--- src/rtl/cwu_pkg.sv ---
// ----------------------------------------------------------------------------
// cwu_pkg
// Shared constants of the congestion window update unit.
// ----------------------------------------------------------------------------
package cwu_pkg;

  // Field widths fixed by the interface
  localparam int KIND_W     = 2;
  localparam int ACKED_W    = 16;
  localparam int BYTES_W    = 32;
  localparam int SEG_W      = 16;
  localparam int GAIN_W     = 32;
  localparam int CA_W       = 16;
  localparam int THRESH_W   = 32;
  localparam int OUT_WIN_W  = 32;
  localparam int CFG_INDEX_W = 2;
  localparam int CFG_DATA_W = 32;
  localparam int GAIN_CNT_W = $clog2(GAIN_W);

  // Packed stream widths, padded to whole bytes
  localparam int IN_DATA_W  = ((ACKED_W + 2 * BYTES_W + 7) / 8) * 8;
  localparam int OUT_RAW_W  = OUT_WIN_W + THRESH_W + 1;
  localparam int OUT_DATA_W = ((OUT_RAW_W + 7) / 8) * 8;

  // Item kinds
  localparam logic [KIND_W-1:0] KIND_ACK  = 2'd0;
  localparam logic [KIND_W-1:0] KIND_LOSS = 2'd1;
  localparam logic [KIND_W-1:0] KIND_LOAD = 2'd2;

  // Register indexes
  localparam logic [CFG_INDEX_W-1:0] REG_SEG_SIZE = 2'd0;
  localparam logic [CFG_INDEX_W-1:0] REG_SS_GAIN  = 2'd1;
  localparam logic [CFG_INDEX_W-1:0] REG_CA_STEP  = 2'd2;

  // Reset values
  localparam logic [SEG_W-1:0]    SEG_SIZE_RESET = 16'd536;
  localparam logic [GAIN_W-1:0]   SS_GAIN_RESET  = 32'd163244;
  localparam logic [CA_W-1:0]     CA_STEP_RESET  = 16'd273;
  localparam logic [SEG_W-1:0]    CWND_RESET     = 16'd536;
  localparam logic [THRESH_W-1:0] THRESH_RESET   = '1;

endpackage

--- src/rtl/cwu_div.sv ---
// ----------------------------------------------------------------------------
// cwu_div
// Bit-serial restoring divider: one quotient bit per cycle, dividend
// shifted out of the top of a shift register while quotient bits enter below.
// ----------------------------------------------------------------------------
module cwu_div #(
  parameter int DIVISOR_W = 32
) (
  input  logic                        clk,
  input  logic                        rst,
  input  logic                        start,
  input  logic [cwu_pkg::GAIN_W-1:0]  dividend,
  input  logic [DIVISOR_W-1:0]        divisor,
  output logic                        done,
  output logic [cwu_pkg::GAIN_W-1:0]  quotient
);

  logic                              busy;
  logic [cwu_pkg::GAIN_CNT_W-1:0]    cnt;
  logic [DIVISOR_W-1:0]              rem;
  logic [cwu_pkg::GAIN_W-1:0]        quo;
  logic [DIVISOR_W:0]                trial;
  logic [DIVISOR_W:0]                diff;
  logic                              qbit;
  logic [DIVISOR_W-1:0]              rem_next;

  always_comb begin
    trial    = {rem, quo[cwu_pkg::GAIN_W-1]};
    diff     = trial - {1'b0, divisor};
    qbit     = (trial >= {1'b0, divisor});
    rem_next = qbit ? diff[DIVISOR_W-1:0] : trial[DIVISOR_W-1:0];
  end

  always_ff @(posedge clk) begin
    if (rst) begin
      busy <= 1'b0;
      done <= 1'b0;
      cnt  <= '0;
    end else begin
      done <= 1'b0;
      if (start) begin
        busy <= 1'b1;
        cnt  <= cwu_pkg::GAIN_CNT_W'(cwu_pkg::GAIN_W - 1);
      end else if (busy) begin
        cnt <= cnt - 1'b1;
        if (cnt == '0) begin
          busy <= 1'b0;
          done <= 1'b1;
        end
      end
    end
  end

  always_ff @(posedge clk) begin
    if (start) begin
      rem <= '0;
      quo <= dividend;
    end else if (busy) begin
      rem <= rem_next;
      quo <= {quo[cwu_pkg::GAIN_W-2:0], qbit};
    end
  end

  assign quotient = quo;

endmodule

--- src/rtl/tcp_congestion_window_update_unit.sv ---
// ----------------------------------------------------------------------------
// tcp_congestion_window_update_unit
// Congestion window and slow-start threshold keeper with serial divider.
// ----------------------------------------------------------------------------
// Usage:
//   Requests enter on s_axis: tuser carries the kind (ack, loss, load),
//   tdata carries segments_acked, bytes_in_flight and load_value. Each
//   request yields one response on m_axis with the window, the threshold
//   and the slow-start flag after the update.
//   Registers seg_size, ss_gain and ca_step are written through cfg_we,
//   cfg_index and cfg_data; the user must write them only while no
//   request is in progress, as the block itself does not enforce it.
//   An ack in slow start runs the 32-step serial divider for ss_gain /
//   window, adds the quotient, then makes the avoidance check; an ack in
//   congestion avoidance makes only that check; loss, load, unused kinds
//   and acks of zero segments pass straight to the response register.
//   One request is worked on at a time. The response register frees the
//   input side: a new request is accepted while a response waits, and the
//   next response holds in the block until m_axis_tready takes the first.
//   Reset (rst, synchronous) restores the register defaults, sets the
//   window to 536 and the threshold to all ones, and drops any response.
// ----------------------------------------------------------------------------
module tcp_congestion_window_update_unit #(
  parameter int WINDOW_BITS = 32
) (
  input  logic                                clk,
  input  logic                                rst,
  // tdata: segments_acked[15:0], bytes_in_flight[47:16], load_value[79:48]
  input  logic [cwu_pkg::IN_DATA_W-1:0]       s_axis_tdata,
  // tuser: kind[1:0]
  input  logic [cwu_pkg::KIND_W-1:0]          s_axis_tuser,
  input  logic                                s_axis_tvalid,
  output logic                                s_axis_tready,
  // tdata: window[31:0], threshold[63:32], in_slow_start[64], zero pad[71:65]
  output logic [cwu_pkg::OUT_DATA_W-1:0]      m_axis_tdata,
  output logic                                m_axis_tvalid,
  input  logic                                m_axis_tready,
  input  logic                                cfg_we,
  input  logic [cwu_pkg::CFG_INDEX_W-1:0]     cfg_index,
  input  logic [cwu_pkg::CFG_DATA_W-1:0]      cfg_data
);

  localparam int CMP_W = (WINDOW_BITS > cwu_pkg::THRESH_W) ? WINDOW_BITS : cwu_pkg::THRESH_W;
  localparam int SUM_W = CMP_W + 1;

  typedef enum logic [4:0] {
    ST_IDLE   = 5'b00001,
    ST_DISP   = 5'b00010,
    ST_DIV    = 5'b00100,
    ST_SS_ADD = 5'b01000,
    ST_CA     = 5'b10000
  } state_t;

  // Response is issued in the PH_OUT phase of ST_DISP, the last step of every request
  typedef enum logic [1:0] {
    PH_WORK = 2'b01,
    PH_OUT  = 2'b10
  } phase_t;

  state_t state;
  phase_t phase;

  logic [cwu_pkg::SEG_W-1:0]    seg_size;
  logic [cwu_pkg::GAIN_W-1:0]   ss_gain;
  logic [cwu_pkg::CA_W-1:0]     ca_step;

  logic [WINDOW_BITS-1:0]       cwnd;
  logic [cwu_pkg::THRESH_W-1:0] ssthresh;

  logic [cwu_pkg::KIND_W-1:0]   kind;
  logic [cwu_pkg::ACKED_W-1:0]  acked;
  logic [cwu_pkg::BYTES_W-1:0]  bif;
  logic [cwu_pkg::BYTES_W-1:0]  load;
  logic                         left_nz;

  logic                         div_start;
  logic                         div_done;
  logic [cwu_pkg::GAIN_W-1:0]   quotient;

  logic [CMP_W-1:0]             cwnd_ext;
  logic [CMP_W-1:0]             thresh_ext;
  logic [CMP_W-1:0]             max_ext;
  logic [CMP_W-1:0]             load_ext;
  logic                         slow;
  logic [cwu_pkg::GAIN_W-1:0]   addend;
  logic [SUM_W-1:0]             sum;
  logic [WINDOW_BITS-1:0]       sat_sum;
  logic [WINDOW_BITS-1:0]       load_win;
  logic [cwu_pkg::THRESH_W-1:0] floor2;
  logic [cwu_pkg::THRESH_W-1:0] half;
  logic [cwu_pkg::THRESH_W-1:0] loss_thresh;
  logic                         out_load;
  logic                         out_free;

  cwu_div #(
    .DIVISOR_W (WINDOW_BITS)
  ) u_div (
    .clk      (clk),
    .rst      (rst),
    .start    (div_start),
    .dividend (ss_gain),
    .divisor  (cwnd),
    .done     (div_done),
    .quotient (quotient)
  );

  always_comb begin
    cwnd_ext   = CMP_W'(cwnd);
    thresh_ext = CMP_W'(ssthresh);
    max_ext    = CMP_W'({WINDOW_BITS{1'b1}});
    slow       = (cwnd_ext < thresh_ext);

    // Shared saturating adder: slow-start gain or avoidance step
    if (state == ST_SS_ADD) begin
      addend = (cwnd == '0) ? '0 : quotient;
    end else begin
      addend = cwu_pkg::GAIN_W'(ca_step);
    end
    sum = SUM_W'(cwnd) + SUM_W'(addend);
    if (sum > SUM_W'(max_ext)) begin
      sat_sum = '1;
    end else begin
      sat_sum = sum[WINDOW_BITS-1:0];
    end

    // Load of zero becomes one, clamp at window maximum
    load_ext = CMP_W'((load == '0) ? cwu_pkg::BYTES_W'(1) : load);
    if (load_ext > max_ext) begin
      load_win = '1;
    end else begin
      load_win = load_ext[WINDOW_BITS-1:0];
    end

    floor2      = cwu_pkg::THRESH_W'({seg_size, 1'b0});
    half        = {1'b0, bif[cwu_pkg::BYTES_W-1:1]};
    loss_thresh = (floor2 > half) ? floor2 : half;

    out_free  = !m_axis_tvalid || m_axis_tready;
    out_load  = (phase == PH_OUT) && out_free;
    div_start = (state == ST_DISP) && (phase == PH_WORK) && (kind == cwu_pkg::KIND_ACK)
                && (acked != '0) && slow;
  end

  assign s_axis_tready = (state == ST_IDLE);

  // Configuration registers
  always_ff @(posedge clk) begin
    if (rst) begin
      seg_size <= cwu_pkg::SEG_SIZE_RESET;
      ss_gain  <= cwu_pkg::SS_GAIN_RESET;
      ca_step  <= cwu_pkg::CA_STEP_RESET;
    end else if (cfg_we) begin
      case (cfg_index)
        cwu_pkg::REG_SEG_SIZE: seg_size <= cfg_data[cwu_pkg::SEG_W-1:0];
        cwu_pkg::REG_SS_GAIN:  ss_gain  <= cfg_data[cwu_pkg::GAIN_W-1:0];
        cwu_pkg::REG_CA_STEP:  ca_step  <= cfg_data[cwu_pkg::CA_W-1:0];
        default: ;
      endcase
    end
  end

  // Request capture
  always_ff @(posedge clk) begin
    if (s_axis_tvalid && s_axis_tready) begin
      kind  <= s_axis_tuser;
      acked <= s_axis_tdata[cwu_pkg::ACKED_W-1:0];
      bif   <= s_axis_tdata[cwu_pkg::ACKED_W +: cwu_pkg::BYTES_W];
      load  <= s_axis_tdata[cwu_pkg::ACKED_W + cwu_pkg::BYTES_W +: cwu_pkg::BYTES_W];
    end
  end

  // Sequencer and window state
  always_ff @(posedge clk) begin
    if (rst) begin
      state    <= ST_IDLE;
      phase    <= PH_WORK;
      cwnd     <= WINDOW_BITS'(cwu_pkg::CWND_RESET);
      ssthresh <= cwu_pkg::THRESH_RESET;
      left_nz  <= 1'b0;
    end else begin
      case (state)
        ST_IDLE: begin
          if (s_axis_tvalid) begin
            state <= ST_DISP;
            phase <= PH_WORK;
          end
        end
        ST_DISP: begin
          if (phase == PH_OUT) begin
            if (out_load) begin
              state <= ST_IDLE;
              phase <= PH_WORK;
            end
          end else begin
            case (kind)
              cwu_pkg::KIND_ACK: begin
                if (acked == '0) begin
                  phase <= PH_OUT;
                end else if (slow) begin
                  left_nz <= (acked != cwu_pkg::ACKED_W'(1));
                  state   <= ST_DIV;
                end else begin
                  left_nz <= 1'b1;
                  state   <= ST_CA;
                end
              end
              cwu_pkg::KIND_LOSS: begin
                ssthresh <= loss_thresh;
                phase    <= PH_OUT;
              end
              cwu_pkg::KIND_LOAD: begin
                cwnd  <= load_win;
                phase <= PH_OUT;
              end
              default: phase <= PH_OUT;
            endcase
          end
        end
        ST_DIV: begin
          if (div_done) begin
            state <= ST_SS_ADD;
          end
        end
        ST_SS_ADD: begin
          cwnd  <= sat_sum;
          state <= ST_CA;
        end
        ST_CA: begin
          // Avoidance step only once at or past threshold with segments left
          if (!slow && left_nz) begin
            cwnd <= sat_sum;
          end
          state <= ST_DISP;
          phase <= PH_OUT;
        end
        default: begin
          state <= ST_IDLE;
          phase <= PH_WORK;
        end
      endcase
    end
  end

  // Response register
  always_ff @(posedge clk) begin
    if (rst) begin
      m_axis_tvalid <= 1'b0;
    end else if (out_load) begin
      m_axis_tvalid <= 1'b1;
    end else if (m_axis_tready) begin
      m_axis_tvalid <= 1'b0;
    end
  end

  always_ff @(posedge clk) begin
    if (out_load) begin
      m_axis_tdata <= cwu_pkg::OUT_DATA_W'({slow, ssthresh, cwu_pkg::OUT_WIN_W'(cwnd)});
    end
  end

endmodule
--- config.mk ---
export PLATFORM = sky130hd
export DESIGN_NAME = tcp_congestion_window_update_unit
export DESIGN_NICKNAME = d
export VERILOG_FILES = /design/src/rtl/cwu_pkg.sv /design/src/rtl/cwu_div.sv /design/src/rtl/tcp_congestion_window_update_unit.sv
export SDC_FILE = /design/constraint.sdc
export NUM_CORES = 1
export LEC_CHECK = 0
export BUFFER_PORTS_ARGS = -buffer_cell sky130_fd_sc_hd__buf_2
export CORE_MARGIN = 2
export CORE_UTILIZATION = 60
export DETAILED_ROUTE_END_ITERATION = 10
export HOLD_SLACK_MARGIN = 0.05
export PLACE_DENSITY = 0.91
export SLEW_MARGIN = 5
export SYNTH_ARGS = -nofsm -noshare
export SYNTH_HDL_FRONTEND = slang
export SYNTH_HIERARCHICAL = 1
export SYNTH_SLANG_ARGS = --single-unit
--- constraint.sdc ---
create_clock -name clk -period 7.4 [get_ports clk]
set_clock_uncertainty 0.05 [all_clocks]
set_input_delay 1.48 -clock clk [delete_from_list [all_inputs] [get_ports clk]]
set_output_delay 1.48 -clock clk [all_outputs]
set_load 0.01 [all_outputs]
==> reports/qor_table.md, run 1 <==
| Item | Reported | Unit |
| --- | --- | --- |
| Run status | finished clean | - |
| Top-Level Pins | 195 | - |
| EDFF count, synth | 178 | - |
| Area Overhead vs Synth | 12.6 | % |
| Resized cells post-CTS | 0 | - |
| Share of synthesized flip-flops with an asynchronous set or reset | 0 | % |
| Total of max-cap violations | 0 | - |
| Critical path class | reg -> reg | - |
| Shortest clock period the worst path allows after layout | 5480 | ps |
| Clock-pin slew reported for the worst setup and hold paths after clock tree synthesis | 60 | ps |
| Die Wd | 180 | um |
| Post-route fraction of the period consumed by the critical path | 74.1 | % |
| Cell chain of the critical path | nor3_1 -> nand3b_1 -> a22o_1 -> ha_1 -> fa_1 -> a211oi_1 -> o2111ai_2 -> a21oi_4 -> nor3_4 -> o2111ai_2 -> nand2_2 -> nor4_1 -> o41ai_2 | - |
| Final wirelength | 50700 | um |
| Setup-violating endpoint count in the final report | 0 | - |
| Met1 track demand over resource | 39.6 | % |
| Mapped cell area | 0.0185 | mm2 |
| Mean number of vias per cell | 6.41 | - |
| Maximum number of pins on one net before global-route repair | 115 | - |
| Global-route usage over all layers | 30.7 | % |
| Measured slew at the worst slew-check pin | 1130 | ps |
| Drt first pass iters | 6 | - |
| Pins Over Slew Limit | 0 | - |
| Maximum single-stage delay on the critical path | 790 | ps |
| Final GP Congestion | 0.936 | - |
| Top achievable clock speed | 182 | MHz |
| Post-synthesis sequential element count | 354 | - |
| Setup repair after global routing missed its margin | no | - |
| Clock insertion delay at the later pin of the skew report | 540 | ps |
| Crit. End Element | flop | - |
| Proportion of layout cells with a drive suffix above 1 | 17.3 | % |
| Standby leakage power | 8.58 | nW |
| Met2 capacity usage during global routing | 49.9 | % |
| Final-layout setup total negative slack | 0 | ps |
| Standard cell with the maximum stage delay on the critical path | nand3b_1 | - |
| Remaining design rule violation count | 0 | - |
| Most common cell after layout, fill and taps aside | nand2_1 | - |
| Post-CTS Repair Setup Buffers | 0 | - |
| Core footprint | 0.0305 | mm2 |
| PwrDens | 294 | mW/mm2 |
| Number of library cell types mapped by synthesis | 95 | - |
| Wire length per cell after detailed routing | 21.0 | um |
| Net count reported at finish | 2224 | - |
| Critical Path RT | 7750 | ps |
| Hold slack | 403 | ps |
| Site row count | 64 | - |
| Worst endpoint data arrival time | 5830 | ps |
| Synthesis warning total | 6 | - |
| Number of buffer and inverter stages on the critical path | 0 | - |
| Leftover overflow at the end of global routing | 0 | - |
| Top Usage Layer GRT | met2 | - |
| Sequential-to-total area share from yosys stat | 47.9 | % |
| Clock tree from TritonCTS | done | - |
| Commonest cells after routing, fill and taps aside | 271 x nand2_1, 185 x buf_2, 178 x edfxtp_1 | - |
| Number of buffers created by CTS | 38 | - |
| HPWL reported at the end of detailed placement | 35000 | um |
| Clock root buffer | clkbuf_16 | - |
| Buffer depth of the longest clock path | 3 | - |
| Antenna violations before repair | 2 | - |
| Post-DRT Antenna Nets | 0 | - |
| Count of port buffers added during placement | 186 | - |
| Number of global-route vias before repair | 15100 | - |
| Wire length of the first global-routing pass | 80000 | um |
| Clock sink count | 354 | - |
| H-Tree Level Count | 2 | - |
| Hold violation total from the final report | 0 | - |
| Die Area | 0.0323 | mm2 |
| Most numerous cell on the critical path | o2111ai_2 | - |
| Tightest Hold Check Type | reg -> reg | - |
| VDD IR-drop max | 202 | uV |
| Mapped Avg Cell Area | 9.98 | um2 |
| Die height | 180 | um |
| Max_slew headroom | 24.5 | % |
| Most instantiated flip-flop cell in the synthesis netlist | edfxtp_1 | - |
| Initial cell density of the core | 60.7 | % |
| Starting DRT DRC Count | 1640 | - |
| CTS Hold Bufs | 0 | - |
| Number of cells produced by synthesis | 1855 | - |
| Met3 capacity usage during global routing | 4.92 | % |
| Via count | 15500 | - |
| Largest fanout of any net on the critical path | 31 | - |
| Startpoint kind of the worst setup timing path | flop | - |
| Category of cells accounting for the largest share of critical-path delay | simple AND/OR/NAND/NOR gates | - |
worst min-delay path, stage by stage (launching register included):
cell and delay, ps:
dfxtp_1 300, nand2_1 50, a21oi_1 50
cells by family (layout without fill, tap and decap cells):
family,Yosys count,in the layout,share of synthesized area (%)
buffers and inverters,217,373,5.33
XOR/XNOR,59,59,2.79
multiplexers,38,38,2.26
AND/OR/NAND/NOR,610,610,16.2
flip-flops,354,354,47.9
other,1,8,0.0203
AO/OA/AOI/OAI,460,460,17.6
adder cells (fa/ha/maj),116,116,7.92
metal layers:
layer | part of all wire, % | vias to the layer above
met5 | 0 | -
met4 | 5.9 | 0
met3 | 8.6 | 203
met2 | 46 | 910
met1 | 39 | 7317
li1 | - | 7043
cells in the mapped netlist (28+ instances only):
cell type,count,area [um2]
nand2_1,271,1020
edfxtp_1,178,5350
dfxtp_1,176,3520
a21oi_1,162,811
ha_1,114,1430
inv_1,103,387
nor2_1,85,319
clkbuf_1,65,244
o21ai_0,52,260
nand3b_1,43,323
nor4_1,43,269
nor3_1,38,190
xnor2_1,38,333
a21o_1,33,248
mux2_2,31,349
nand4_1,28,175
sequential cells by signal, summed over array words and instances (netlist names), 2 cells and up:
signal and count:
ca_step 16, acked 16, seg_size 16, cwnd 32
u_div/quotient 32, bif 31, u_div/cnt 5, ss_gain 32
load 32, ssthresh 32, u_div/rem 32, kind 2
state 5, m_axis_tdata 65, phase 2
where the power goes:
part	switching [W]	internal (W)	total (W)
sequential	0.000129	0.00224	0.00237
combinational	0.00103	0.000662	0.00169
clock	0.000818	0.00124	0.00206
total	0.00198	0.00414	0.00612
metrics by stage:
| stage | area [um2] | worst slack [ps] | utilization [%] | cells | total power, W |
|---|---|---|---|---|---|
| finish | 20800 | 1920 | 68.3 | 2414 | 0.00612 |
| global route | 20800 | 1650 | 68.3 | 2414 | 0.00640 |
| CTS | 20800 | 2050 | 68.3 | 2412 | 0.00609 |
| detailed placement | 19500 | 2110 | 63.8 | 2342 | 0.00404 |
| global placement | 19500 | 2210 | 63.8 | 2342 | 0.00397 |
| floorplan | 18500 | 3540 | - | 1861 | 0.00375 |
layout make-up:
class	instances	area [um2]
antenna	1	2.50
clock buffer	44	1010
clock inverter	26	335
fill	2200	9670
inverter	103	387
multi-input combinational	1290	8690
sequential	354	8870
tap	396	495
timing repair buffer	200	1050
final timing paths:
| kind | endpoint | cells past startpoint | slack, ps | startpoint |
|---|---|---|---|---|
| min | ss_gain[0]$_SDFFE_PP0P_ | 2 | 400 | ss_gain[0]$_SDFFE_PP0P_ |
| min reg2reg | ss_gain[0]$_SDFFE_PP0P_ | 2 | 400 | ss_gain[0]$_SDFFE_PP0P_ |
| max reg2reg | cwnd[31]$_SDFFE_PP0P_ | 13 | 1920 | state[4]$_SDFFE_PP0P_ |
| max | cwnd[31]$_SDFFE_PP0P_ | 13 | 1920 | state[4]$_SDFFE_PP0P_ |
Power figures use the tool's default switching activity.
==> run 2, diff against run 1 <==
clock period = 5.08 ns   (was 7.4 ns; I/O delays follow)
==> reports/qor_table.md, run 2 (synthesis gave the netlist of run 1 again) <==
| Item | Reported | Unit | Change |
| --- | --- | --- | --- |
| Hold violation total from the final report | 0 | - | unchanged |
| Cells on worst reg2reg path | 16 | - | +3 |
| Remaining design rule violation count | 0 | - | unchanged |
| Critical Path RT | 5420 | ps | -2330 ps |
| Total of max-cap violations | 0 | - | unchanged |
| Register ranked first by flip-flop count | m_axis_tdata | - |  |
| Sequential cell area | 0.00887 | mm2 | unchanged |
| Post-route fraction of the period consumed by the critical path | 89.9 | % | +16 points |
| Area Overhead vs Synth | 13.7 | % |  |
| Die Wd | 180 | um | unchanged |
| Post-CTS Repair Setup Buffers | 0 | - | unchanged |
| Clock tree from TritonCTS | done | - |  |
| Antenna violations before repair | 0 | - | -2 |
| Mean number of vias per cell | 6.29 | - | -1.9% |
| PwrDens | 423 | mW/mm2 | +44% |
| Commonest cells after routing, fill and taps aside | 271 x nand2_1, 185 x buf_2, 178 x edfxtp_1 | - |  |
| Count of port buffers added during placement | 186 | - | unchanged |
| HPWL reported at the end of detailed placement | 35700 | um | +1.9% |
| Leftover overflow at the end of global routing | 0 | - | unchanged |
| Final worst slack | 514 | ps | -1400 ps |
| CTS Hold Bufs | 0 | - | unchanged |
| Max_slew headroom | 27.4 | % | +2.8 points |
| Worst reg2reg path startpoint | cwnd[24]$_SDFFE_PP0P_ | - |  |
| Clock root buffer | clkbuf_16 | - |  |
| Top achievable clock speed | 219 | MHz | +20% |
| Proportion of layout cells with a drive suffix above 1 | 18.0 | % | +0.74 points |
| Top-Level Pins | 195 | - | unchanged |
| Die Area | 0.0323 | mm2 | unchanged |
| Drt first pass iters | 5 | - | -1 |
| Pins Over Slew Limit | 0 | - | unchanged |
| Setup-violating endpoint count in the final report | 0 | - | unchanged |
| Die height | 180 | um | unchanged |
| Clock sink count | 354 | - | unchanged |
| Largest fanout of any net on the critical path | 24 | - | -23% |
| Fillers | 2208 | - | +0.36% |
| Post-DRT Antenna Nets | 0 | - | unchanged |
| Worst endpoint data arrival time | 4910 | ps | -920 ps |
| Antenna diode instance count | 0 | - | -1 |
| VDD IR-drop max | 317 | uV | +57% |
| Critical path class | reg -> reg | - |  |
| Initial cell density of the core | 60.7 | % | unchanged |
| Startpoint kind of the worst setup timing path | flop | - |  |
| Final-layout setup total negative slack | 0 | ps | unchanged |
| Net count reported at finish | 2248 | - | +1.1% |
| R2r endpoint | cwnd[22]$_SDFFE_PP0P_ | - |  |
| Area of the multi-input gates | 0.00869 | mm2 | unchanged |
| Crit. End Element | flop | - |  |
| Launching instance or port of the critical path | cwnd[24]$_SDFFE_PP0P_ | - |  |
| Final GP Congestion | 0.929 | - | -0.73% |
| Site row count | 64 | - | unchanged |
| Wire length of the first global-routing pass | 79100 | um | -1.1% |
| Global-route usage over all layers | 30.4 | % | -0.37 points |
| Shortest clock period the worst path allows after layout | 4570 | ps | -918 ps |
| Resized cells post-CTS | 0 | - | unchanged |
| Capture point of the critical path | cwnd[22]$_SDFFE_PP0P_ | - |  |
| H-Tree Level Count | 2 | - | unchanged |
| Wire length per cell after detailed routing | 20.6 | um | -1.8% |
| Buffer depth of the longest clock path | 3 | - | unchanged |
| Starting DRT DRC Count | 1376 | - | -16% |
| Measured slew at the worst slew-check pin | 1080 | ps | -47.2 ps |
| Tightest Hold Check Type | reg -> reg | - |  |
| Most common cell after layout, fill and taps aside | nand2_1 | - |  |
| Worst setup timing slack at the placement stage | 663 | ps | -1440 ps |
| Clock-pin slew reported for the worst setup and hold paths after clock tree synthesis | 60 | ps | about the same |
| Number of buffers created by CTS | 39 | - | +2.6% |
| Final wirelength | 50300 | um | -0.95% |
| Maximum number of pins on one net before global-route repair | 112 | - | -2.6% |
| Core footprint | 0.0305 | mm2 | unchanged |
| Run status | finished clean | - |  |
| Clock insertion delay at the later pin of the skew report | 560 | ps | +20 ps |
| Flip-flop count of the largest register, all copies and words added | 65 | - | unchanged |
| Number of global-route vias before repair | 15200 | - | +0.66% |
| Register-to-register setup slack | 510 | ps | -1400 ps |
| Via count | 15300 | - | -0.97% |
| Setup repair after global routing missed its margin | no | - |  |
| Standby leakage power | 8.70 | nW | +1.4% |
==> run 2: cell count changes in the layout (fill, tap and decap cells not counted), moves of 2 or more <==
| cell | change |
|---|---|
| bufinv_16 | -2 |
| clkinvlp_4 | -2 |
| clkbuf_1 | +4 |
| clkinv_2 | -5 |
| buf_4 | +21 |
| clkinv_16 | +2 |
| buf_12 | +2 |
==> run 2: how the worst min path moves through the flow <==
stage	start	to	slack, ps	cells after the start
floorplan	ssthresh[0]$_SDFFE_PP1P_	m_axis_tdata[32]$_DFFE_PP_	370	0
global placement	ss_gain[4]$_SDFFE_PP0P_	ss_gain[4]$_SDFFE_PP0P_	390	2
detailed placement	ssthresh[20]$_SDFFE_PP1P_	m_axis_tdata[52]$_DFFE_PP_	390	0
CTS	ss_gain[15]$_SDFFE_PP0P_	ss_gain[15]$_SDFFE_PP0P_	410	2
global route	ssthresh[20]$_SDFFE_PP1P_	m_axis_tdata[52]$_DFFE_PP_	410	0
finish	ss_gain[15]$_SDFFE_PP0P_	ss_gain[15]$_SDFFE_PP0P_	410	2
==> run 2: layout make-up <==
cell class                      instances  share of cell area (%)
Inverter                              103                    1.84
Clock buffer                           49                    5.01
Clock inverter                         21                    1.46
Timing Repair Buffer                  223                    5.91
Multi-Input combinational cell       1290                    41.3
Tap cell                              396                    2.35
Sequential cell                       354                    42.1
==> run 2: metal layers <==
layer	track usage [%]	up-vias	wire, um
li1	-	7091	-
met1	39.1	7260	20000
met2	50.1	791	23600
met3	3.91	181	3810
met4	16.2	0	2780
met5	0	-	0
==> run 2: metrics by stage <==
step	instance area, um2	total power (W)	hold slack [ps]	cells	util [%]
6_report	21000	0.00891	407	2436	69.0
5_1_grt	21000	0.00934	411	2436	69.0
4_1_cts	21000	0.00888	405	2435	68.9
3_5_place_dp	19700	0.00595	390	2365	64.5
3_3_place_gp	19700	0.00584	388	2365	64.5
2_1_floorplan	18500	0.00546	373	1861	-
==> run 2: worst max-delay path, cell delays in order (launching register included) <==
cell and delay (ps):
dfxtp_1 390, nor4_1 490, nand4_1 230, nor2_1 140
nor2_1 160, a22o_1 250, ha_1 230, fa_1 430
a211oi_1 440, o2111ai_2 220, a21oi_4 280, nor3_4 90
o2111ai_2 230, nand2_2 170, buf_4 270, o221ai_1 220
a21oi_1 100
==> run 2: power breakdown <==
part / leakage (nW) / total, W / switching [W] / internal, W
clock: 0.658 / 0.00295 / 0.00119 / 0.00175
combinational: 5.02 / 0.00251 / 0.00151 / 0.00100
sequential: 3.03 / 0.00345 / 0.000178 / 0.00327
total: 8.70 / 0.00891 / 0.00289 / 0.00602
==> run 3, diff against run 2 <==
PLACE_DENSITY = unset   (was 0.91)
PLACE_DENSITY_LB_ADDON = 0.15   (was unset)
==> reports/qor_table.md, run 3 (synthesis gave the netlist of run 1 again) <==
| Item | Reported | Unit | Change |
| --- | --- | --- | --- |
| Drt first pass iters | 5 | - | unchanged |
| Die height | 180 | um | unchanged |
| Post-DRT Antenna Nets | 0 | - | unchanged |
| Wire length of the first global-routing pass | 77900 | um | -1.5% |
| CTS Hold Bufs | 0 | - | unchanged |
| Net count reported at finish | 2243 | - | -0.22% |
| Number of buffers created by CTS | 38 | - | -2.6% |
| H-Tree Level Count | 2 | - | unchanged |
| Top achievable clock speed | 225 | MHz | +2.8% |
| Placed cell area | 0.0196 | mm2 | -0.18% |
| Total of max-cap violations | 0 | - | unchanged |
| Clock insertion delay at the later pin of the skew report | 550 | ps | about the same |
| Site row count | 64 | - | unchanged |
| Hold slack | 402 | ps | -5.05 ps |
| Via count | 14800 | - | -3.1% |
| HPWL reported at the end of detailed placement | 35100 | um | -1.7% |
| Maximum number of pins on one net before global-route repair | 98 | - | -13% |
| Util after Layout | 68.3 | % | -0.64 points |
| Critical path class | reg -> reg | - |  |
| Number of global-route vias before repair | 14100 | - | -7.1% |
| Top-Level Pins | 195 | - | unchanged |
| Final Instance Area | 0.0209 | mm2 | -0.93% |
| Run status | finished clean | - |  |
| Clock root buffer | clkbuf_16 | - |  |
| Count of placed standard cells in the final layout, fillers left out | 2432 | - | -0.16% |
| Most common cell after layout, fill and taps aside | nand2_1 | - |  |
| Leftover overflow at the end of global routing | 0 | - | unchanged |
| Wire length per cell after detailed routing | 20.2 | um | -2.0% |
| Buffer depth of the longest clock path | 3 | - | unchanged |
| Standby leakage power | 8.60 | nW | -1.1% |
| Setup repair after global routing missed its margin | no | - |  |
| Largest fanout of any net on the critical path | 30 | - | +25% |
| Critical Path RT | 5430 | ps | about the same |
| Register ranked first by flip-flop count | m_axis_tdata | - |  |
| Pins Over Slew Limit | 0 | - | unchanged |
| Clock sink count | 354 | - | unchanged |
| Placed cells | 2362 | - | -0.13% |
| Post-CTS Repair Setup Buffers | 0 | - | unchanged |
| VDD IR-drop max | 311 | uV | -1.8% |
| Final GP Congestion | 0.909 | - | -2.2% |
| Startpoint kind of the worst setup timing path | flop | - |  |
| Resized cells post-CTS | 0 | - | unchanged |
| Area Overhead vs Synth | 12.6 | % |  |
| Global-route usage over all layers | 30.2 | % | -0.14 points |
| Post-route fraction of the period consumed by the critical path | 87.5 | % | -2.4 points |
| Initial cell density of the core | 60.7 | % | unchanged |
| Hold violation total from the final report | 0 | - | unchanged |
| Die Wd | 180 | um | unchanged |
| Shortest clock period the worst path allows after layout | 4440 | ps | -123 ps |
| Die Area | 0.0323 | mm2 | unchanged |
| Remaining design rule violation count | 0 | - | unchanged |
| Flip-flop count of the largest register, all copies and words added | 65 | - | unchanged |
| Fillers | 2441 | - | +11% |
| Clock-pin slew reported for the worst setup and hold paths after clock tree synthesis | 60 | ps | about the same |
| Clock tree from TritonCTS | done | - |  |
| Measured slew at the worst slew-check pin | 1230 | ps | +148 ps |
| Worst endpoint data arrival time | 4790 | ps | -120 ps |
| Tightest Hold Check Type | reg -> reg | - |  |
| Final-layout setup total negative slack | 0 | ps | unchanged |
| Antenna violations before repair | 0 | - | unchanged |
| Starting DRT DRC Count | 1363 | - | -0.94% |
| Mean number of vias per cell | 6.10 | - | -3.0% |
| Setup-violating endpoint count in the final report | 0 | - | unchanged |
| Sequential cell area | 0.00887 | mm2 | unchanged |
| Crit. End Element | flop | - |  |
| Core footprint | 0.0305 | mm2 | unchanged |
| Final wirelength | 49200 | um | -2.2% |
| Count of port buffers added during placement | 186 | - | unchanged |
| Proportion of layout cells with a drive suffix above 1 | 17.7 | % | -0.30 points |
| Commonest cells after routing, fill and taps aside | 271 x nand2_1, 185 x buf_2, 178 x edfxtp_1 | - |  |
| PwrDens | 412 | mW/mm2 | -2.7% |
| Area of the multi-input gates | 0.00869 | mm2 | unchanged |
| Max_slew headroom | 17.8 | % | -9.6 points |
==> run 3: cell count changes in the layout (fill, tap and decap cells not counted), sizes merged <==
cell / delta
diode: +1
clkinvlp: +1
bufinv: -3
buf: -4
clkbuf: +2
inv: -1
==> run 3: layout make-up <==
type / count / area share [%]
flip-flops and latches: 354 / 42.5
multi-input cells: 1290 / 41.7
repair buffers: 219 / 5.72
clock buffers: 51 / 4.94
well taps: 396 / 2.38
inverters: 103 / 1.85
clock inverters: 18 / 0.876
diodes: 1 / 0.0120
==> run 3: metrics by stage <==
stage	power [W]	setup WS, ps
6_report	0.00859	637
5_1_grt	0.00905	365
4_1_cts	0.00860	674
3_5_place_dp	0.00590	697
3_3_place_gp	0.00584	728
2_1_floorplan	0.00546	1300
==> run 3: final timing paths <==
kind	depth (start not counted)	from	end	slack [ps]
max	15	state[4]$_SDFFE_PP0P_	cwnd[28]$_SDFFE_PP0P_	640
min	2	ss_gain[1]$_SDFFE_PP0P_	ss_gain[1]$_SDFFE_PP0P_	400
max reg2reg	15	state[4]$_SDFFE_PP0P_	cwnd[28]$_SDFFE_PP0P_	640
min reg2reg	2	ss_gain[1]$_SDFFE_PP0P_	ss_gain[1]$_SDFFE_PP0P_	400
==> run 3: critical path: stages (launching register included) <==
cell and delay, ps:
dfxtp_1 360, nor3_1 270, nand3b_1 350, buf_4 330, a22o_1 280, ha_1 230
fa_1 430, a211oi_1 440, o2111ai_2 250, a21oi_4 270, nor3_4 90, o2111ai_2 240
nand2_2 90, buf_4 250, a31oi_1 260, o41ai_2 100
==> run 3: routing by layer <==
metal	track usage, %	part of all wire (%)
met3	4.11	7.1
met1	41.8	43
met4	10.6	3.4
met2	49.0	47
met5	0	0
==> run 3: report_power, final <==
| part | leakage, nW | switching (W) | total, W | internal (W) |
|---|---|---|---|---|
| clock | 0.588 | 0.00116 | 0.00271 | 0.00155 |
| sequential | 3.03 | 0.000176 | 0.00345 | 0.00327 |
| combinational | 4.99 | 0.00147 | 0.00244 | 0.000970 |
| total | 8.60 | 0.00281 | 0.00859 | 0.00579 |
